**src/rtl/lrt_pkg.sv**
```systemverilog
// shared types, constants and elaboration-time tables for the layer relight tone mapper
`timescale 1ns / 1ps
package lrt_pkg;

   localparam int SUM_W       = 24;
   localparam int EXP_STEPS   = 24;
   localparam int LIN_ENTRY_W = 25;
   localparam int Q_DEPTH     = 2;
   localparam int CSR_IDX_W   = 2;

   localparam logic [SUM_W-1:0] SUM_MAX = '1;
   localparam logic [63:0] EXP22_Q24 = 64'd36909875;

   localparam logic [CSR_IDX_W-1:0] CSR_GAMMA_EXP      = CSR_IDX_W'(0);
   localparam logic [CSR_IDX_W-1:0] CSR_EXPOSURE_LEVEL = CSR_IDX_W'(1);

   localparam logic [15:0] GAMMA_RESET = 16'd9011;
   localparam logic [15:0] LEVEL_RESET = 16'd4096;
   localparam logic [15:0] SAT_ONE     = 16'h8000;

   typedef logic [EXP_STEPS-1:0][31:0] expk_type;
   typedef logic [255:0][LIN_ENTRY_W-1:0] lin_tab_type;

   typedef struct packed {
      logic [SUM_W-1:0] red;
      logic [SUM_W-1:0] green;
      logic [SUM_W-1:0] blue;
   } sums_type;

   typedef struct packed {
      logic full;
      logic empty;
   } q_stat_type;

   function automatic logic [63:0] isqrt64(input logic [63:0] v_in);
      logic [63:0] v;
      logic [63:0] res;
      logic [63:0] bit_m;
      v = v_in;
      res = '0;
      bit_m = 64'd1 << 62;
      while (bit_m > v) bit_m = bit_m >> 2;
      while (bit_m != 64'd0) begin
         if (v >= res + bit_m) begin
            v = v - (res + bit_m);
            res = (res >> 1) + bit_m;
         end else begin
            res = res >> 1;
         end
         bit_m = bit_m >> 2;
      end
      return res;
   endfunction

   // 2^-(2^-(k+1)) in q.32 at index k, each one the square root of the one before
   function automatic expk_type build_exp_k();
      expk_type t;
      logic [63:0] k;
      k = isqrt64(64'd1 << 63);
      t[0] = k[31:0];
      for (int i = 1; i < EXP_STEPS; i++) begin
         k = isqrt64(k << 32);
         t[i] = k[31:0];
      end
      return t;
   endfunction

   localparam expk_type EXP_K = build_exp_k();

   function automatic logic [63:0] neg_log2_c(input logic [63:0] v, input int f);
      int p;
      logic [63:0] m;
      logic [63:0] frac;
      p = 0;
      while (p < 63 && (v >> (p + 1)) != 64'd0) p++;
      m = (p <= 31) ? (v << (31 - p)) : (v >> (p - 31));
      frac = '0;
      for (int i = 0; i < EXP_STEPS; i++) begin
         m = (m * m) >> 31;
         frac = frac << 1;
         if (m >= 64'h1_0000_0000) begin
            m = m >> 1;
            frac = frac | 64'd1;
         end
      end
      return (64'(f - p) << 24) - frac;
   endfunction

   function automatic logic [63:0] exp2_neg_c(input logic [63:0] e);
      logic [63:0] n;
      logic [63:0] acc;
      n = e >> 24;
      acc = 64'd1 << 32;
      for (int k = 0; k < EXP_STEPS; k++) begin
         if (e[23-k]) acc = (acc * 64'(EXP_K[k])) >> 32;
      end
      if (n >= 64'd64) return 64'd0;
      return acc >> n;
   endfunction

   // linearizing table, (i/255)^2.2 with lfb fraction bits
   function automatic lin_tab_type build_lin(input int lfb);
      lin_tab_type t;
      logic [63:0] v;
      logic [63:0] e;
      logic [63:0] y;
      t[0] = '0;
      t[255] = LIN_ENTRY_W'(1) << lfb;
      for (int i = 1; i < 255; i++) begin
         v = (64'(i) << 32) / 64'd255;
         e = (neg_log2_c(v, 32) * EXP22_Q24) >> 24;
         y = exp2_neg_c(e);
         y = (y + (64'd1 << (31 - lfb))) >> (32 - lfb);
         t[i] = y[LIN_ENTRY_W-1:0];
      end
      return t;
   endfunction

endpackage

```
**src/rtl/lrt_queue.sv**
```systemverilog
// two-word queue of finished pixel sums between front and back
`timescale 1ns / 1ps
module lrt_queue import lrt_pkg::*; (
   input  logic       clock,
   input  logic       reset,
   input  logic       push,
   input  sums_type   push_data,
   input  logic       pop,
   output sums_type   rd_data,
   output q_stat_type q_stat
);

   localparam int QAW = (Q_DEPTH > 1) ? $clog2(Q_DEPTH) : 1;

   sums_type       mem_ff [Q_DEPTH];
   logic [QAW-1:0] wr_ff, rd_ff;
   logic [QAW:0]   count_ff;

   assign rd_data      = mem_ff[rd_ff];
   assign q_stat.full  = (count_ff == (QAW+1)'(Q_DEPTH));
   assign q_stat.empty = (count_ff == '0);

   always_ff @(posedge clock) begin
      if (push) mem_ff[wr_ff] <= push_data;
   end

   always_ff @(posedge clock) begin
      if (reset) begin
         wr_ff    <= '0;
         rd_ff    <= '0;
         count_ff <= '0;
      end else begin
         if (push) wr_ff <= (wr_ff == QAW'(Q_DEPTH - 1)) ? '0 : wr_ff + QAW'(1);
         if (pop)  rd_ff <= (rd_ff == QAW'(Q_DEPTH - 1)) ? '0 : rd_ff + QAW'(1);
         if (push && !pop) count_ff <= count_ff + (QAW+1)'(1);
         else if (pop && !push) count_ff <= count_ff - (QAW+1)'(1);
      end
   end

   a_no_overflow : assert property (@(posedge clock) disable iff (reset)
      push |-> !q_stat.full) else $error("queue push while full");
   a_no_underflow : assert property (@(posedge clock) disable iff (reset)
      pop |-> !q_stat.empty) else $error("queue pop while empty");
   a_count_bound : assert property (@(posedge clock) disable iff (reset)
      count_ff <= (QAW+1)'(Q_DEPTH)) else $error("queue count out of range");

endmodule

```
**config.mk**
```make
export PLATFORM = sky130hd
export DESIGN_NAME = lrt_queue
export DESIGN_NICKNAME = d
export VERILOG_FILES = /design/src/rtl/lrt_pkg.sv /design/src/rtl/lrt_queue.sv
export SDC_FILE = /design/constraint.sdc
export NUM_CORES = 1
export LEC_CHECK = 0
export BUFFER_PORTS_ARGS = -buffer_cell sky130_fd_sc_hd__clkbuf_2
export CAP_MARGIN = 10
export CORE_ASPECT_RATIO = 1.2
export CORE_MARGIN = 2
export CORE_UTILIZATION = 52
export DETAILED_ROUTE_END_ITERATION = 16
export PLACE_DENSITY = 0.79
export SLEW_MARGIN = 20
export SYNTH_ARGS = -nofsm -noshare
export SYNTH_HDL_FRONTEND = slang
export SYNTH_SLANG_ARGS = --single-unit
```
**constraint.sdc**
```tcl
create_clock -name clock -period 4.65 [get_ports clock]
set_input_delay 0.465 -clock clock [delete_from_list [all_inputs] [get_ports clock]]
set_output_delay 0.465 -clock clock [all_outputs]
set_load 0.005 [all_outputs]
```
==> results by stage <==
Power and ir drop:
- The switching share of total power is 0.2085.
- The share of total power dissipated in sequential elements is 0.510.
- The combinational cell fraction of total power is 0.083.
- The power density normalized to cell area is 462.1 nW/um^2.
- Internal power comes to 2.500 mW.
- The proportion of power drawn by the clock network is 0.407.
- In this run the static leakage power is 2.623 nW.
- The maximum ir drop on the vdd rail is 0.2750 mV.
- The net switching power figure is 0.6587 mW.

Layout:
- The layout net count is 484.
- The finished cells cover 6835 sq um.
- In the final layout, the share of cells above drive strength 1 is 0.6095.
- The number of antenna diodes is 0.
- The area growth from synthesis to layout is 25.90%.

Yosys:
- The warning count from the yosys run is 0.
- The top cell type's share of synthesized area is 0.7965.
- Yosys attributes the largest share of cell area to edfxtp_1 80%, mux2_2 15%, dfxtp_1 1.8%.
- The number of register bits inferred by synthesis is 149.
- After synthesis, the netlist uses 16 different library cells.
- The share of synthesized area occupied by flip-flops and latches is 0.8149.
- The most common flop cell mapped by yosys is edfxtp_1.
- Synthesis produced a netlist with a net count of 323.
- Counting every instance in the synthesized netlist gives 246.
- The top cell type by total area after synthesis is edfxtp_1.
- The commonest cells after synthesis are 144 x edfxtp_1, 72 x mux2_2, 7 x buf_6.
- The synthesized design contains 144 enable-type register cells.
- The dominant cell by count in the synthesized netlist is edfxtp_1.
- The average instance area after synthesis is 22.07 sq um.
- Counting flops with an async set or reset pin after synthesis yields a share of 0.
- The synthesized netlist occupies a cell area of 5429 sq um.

Placed design:
- The congestion estimate from routability-driven global placement came to 0.7117.
- Once placement finished, the instance area stood at 6267 sq um.
- Prior to clock tree synthesis, the placed netlist has a worst setup slack of 2.636 ns.
- The number of port buffers is 149.

Routing:
- The per-cell routed wire length is 16.54 microns.
- After detailed routing, the number of remaining DRC violations is 0.
- The number of nets with antenna violations after routing is 0.
- The first routing iteration left 123 violations.
- The pre-antenna-repair detailed-routing pass consisted of 4 iterations.
- The detailed router placed 2716 vias in this run.
- Using the TritonRoute via totals, the vias-per-cell ratio works out to 4.974.
- The routed design has 9033 microns of wire.

Critical path:
- The worst setup path is of the register to output port kind.
- The count of cells along the worst register-to-register path is 1.
- The required time of the critical path is 4.18 ns.
- The largest fanout on the critical path is 72.
- Traced cell by cell, the critical path runs through mux2_2 > clkbuf_2.
- For the worst setup path, the data arrival time is 1.97 ns.
- The endpoint identified for the worst register-to-register timing path is mem_ff[1][27]$_DFFE_PP_.
- For this design, the slowest cell found on the critical path is dfxtp_4.
- The startpoint identified for the worst register-to-register timing path is wr_ff$_SDFFE_PP0P_.
- The setup slack of the worst register-to-register path is 2.99 ns.
- The worst setup path is launched from a register.
- The kind of end point of the critical path is an output port.
- The maximum single-stage delay on the critical path is 0.92 ns.

GRT:
- The initial antenna violation count is 0.
- The total global-route track usage is 0.1622.
- Entering global routing, the biggest net connects 73 pins.
- The number of global-route vias before repair is 2771.
- The first global-routing pass estimated 13610 microns of wire.
- The residual overflow from global routing is 0.

Timing:
- The shortest period the worst path allows is 2.434 ns.
- In this run the tightest slew margin relative to its limit is 0.3439.
- The number of hold-slack violations in the final timing report is 0.
- The transition time at the pin with the least slew margin is 0.9842 ns.
- Once routing completed, OpenROAD measured the worst setup slack at 2.216 ns.
- The final count of pins violating max slew was 0.
- Hold is met by 0.2475 ns.
- Adding up every negative setup slack in the final design gives 0 ns.
- The top achievable clock speed is 0.4108 GHz.
- Setup repair after global routing left no endpoint under its margin.
- The post-route clock skew is 0.008717 ns.
- The fraction of the cycle the final worst path needs is 0.5235.
- Setup violations remaining at the end of the flow were counted as 0.

CTS:
- TritonCTS built the clock tree.
- The tree is rooted in a clkbuf_16.
- The longest clock path from root to sink contains 2 buffers.
- The total number of clock tree sinks is 149.
- The clock transition at the registers of the reported paths is 0.06 ns.
- Once the clock tree was built, the setup fixing pass inserted 0 buffers.
- The H-tree generated during clock tree synthesis spans 4 levels.
- The number of CTS-inserted buffers is 17.
- The later pin in the worst-skew pair is clocked with a latency of 0.41 ns.
- The number of instances resized during post-cts repair is 0.
- Hold repair after CTS inserted 0 buffers.

Flow run:
- Max-cap violations in this run came to 0.

Floorplan:
- From left edge to right edge, the die measures 97.28 microns.
- The die extent in y is 115.9 microns.
- The placement row count is 40.
- The full die area is 11280 sq um.
- The initial standard-cell utilization of the core is 0.5370.
- The core region is 10110 sq um.
- The count of pins on the block boundary is 150.

Worst hold path:
- For hold timing, the worst endpoint is mem_ff[1][47]$_DFFE_PP_.
- Along the worst hold path, the cell count comes to 1.
- The worst hold path startpoint is push_data[47].
- In this run the worst hold path is classified as input pin to register.

Outcome:
- The run finished with clean final reports.
-- cell type report --
| cell class | count | area (sq um) |
|---|---|---|
| Sequential cell | 149 | 4428 |
| Fill cell | 710 | 3274 |
| Multi-Input combinational cell | 88 | 924.6 |
| Timing Repair Buffer | 150 | 753.2 |
| Clock buffer | 19 | 432.9 |
| Tap cell | 126 | 157.7 |
| Clock inverter | 13 | 135.1 |
| Inverter | 1 | 3.754 |
-- metrics by stage --
stage	total power, mW	utilization	cells
global placement	1.894	0.6199	514
finish	3.159	0.6761	546
detailed placement	1.906	0.6199	514
global route	3.272	0.6761	546
CTS	3.196	0.6761	546
floorplan	1.777	-	246
-- kinds of logic after synthesis --
kind of cell,synth area share
buffers and inverters,0.01659
XOR/XNOR,0.006454
AO/OA/AOI/OAI,0.001842
flip-flops,0.8149
adder cells (fa/ha/maj),0.002304
multiplexers,0.1493
AND/OR/NAND/NOR,0.008530
-- per-layer routing --
metal	vias up	wire, microns	track usage
met5	-	0	0
met4	0	138	0.08148
met3	12	582	0.05971
met2	101	4781	0.2708
met1	1313	3531	0.1875
li1	1290	-	-
-- worst max-delay path: cells and delay by family, from the launching register on --
kind,cells,cell delay (ns)
muxes,1,0.43
DFF,1,0.92
buffers and inverters,1,0.12
-- sequential cells by signal, summed over array words and instances, names as in the netlist, named ones only --
signal and count:
rd_ff 1, count_ff 2, mem_ff 144, wr_ff 1
-- how the worst max path moves through the flow --
stage          startpoint  slack, ns                endpoint
6_report         register       2.22             rd_data[21]
5_1_grt          register       2.08             rd_data[24]
4_1_cts          register       2.18             rd_data[24]
3_5_place_dp     register       2.64             rd_data[24]
3_3_place_gp     register       2.64             rd_data[24]
2_1_floorplan        push       0.52  mem_ff[0][0]$_DFFE_PP_
-- cell usage in the layout (no fill, tap or decap) --
cell type	n
a21oi_1	1
and2_4	1
and2b_2	1
buf_4	1
bufinv_16	2
clkbuf_1	2
clkbuf_16	17
clkbuf_2	149
clkinv_2	5
clkinv_4	3
clkinvlp_4	2
dfxtp_1	4
dfxtp_4	1
edfxtp_1	144
ha_1	1
inv_1	1
inv_6	1
mux2_2	72
nor2_1	5
nor2b_4	1
o21ai_0	1
or3_1	1
xnor2_1	2
xor2_1	2
-- power groups by stage --
stage / clock network, mW / registers (mW) / logic [mW]
2_1_floorplan: 0 / 1.61 / 0.164
3_3_place_gp: 0 / 1.63 / 0.260
3_5_place_dp: 0 / 1.64 / 0.265
5_1_grt: 1.37 / 1.62 / 0.285
6_report: 1.29 / 1.61 / 0.262
4_1_cts: 1.32 / 1.61 / 0.267
Note: power is estimated with default switching activity, not from simulation.
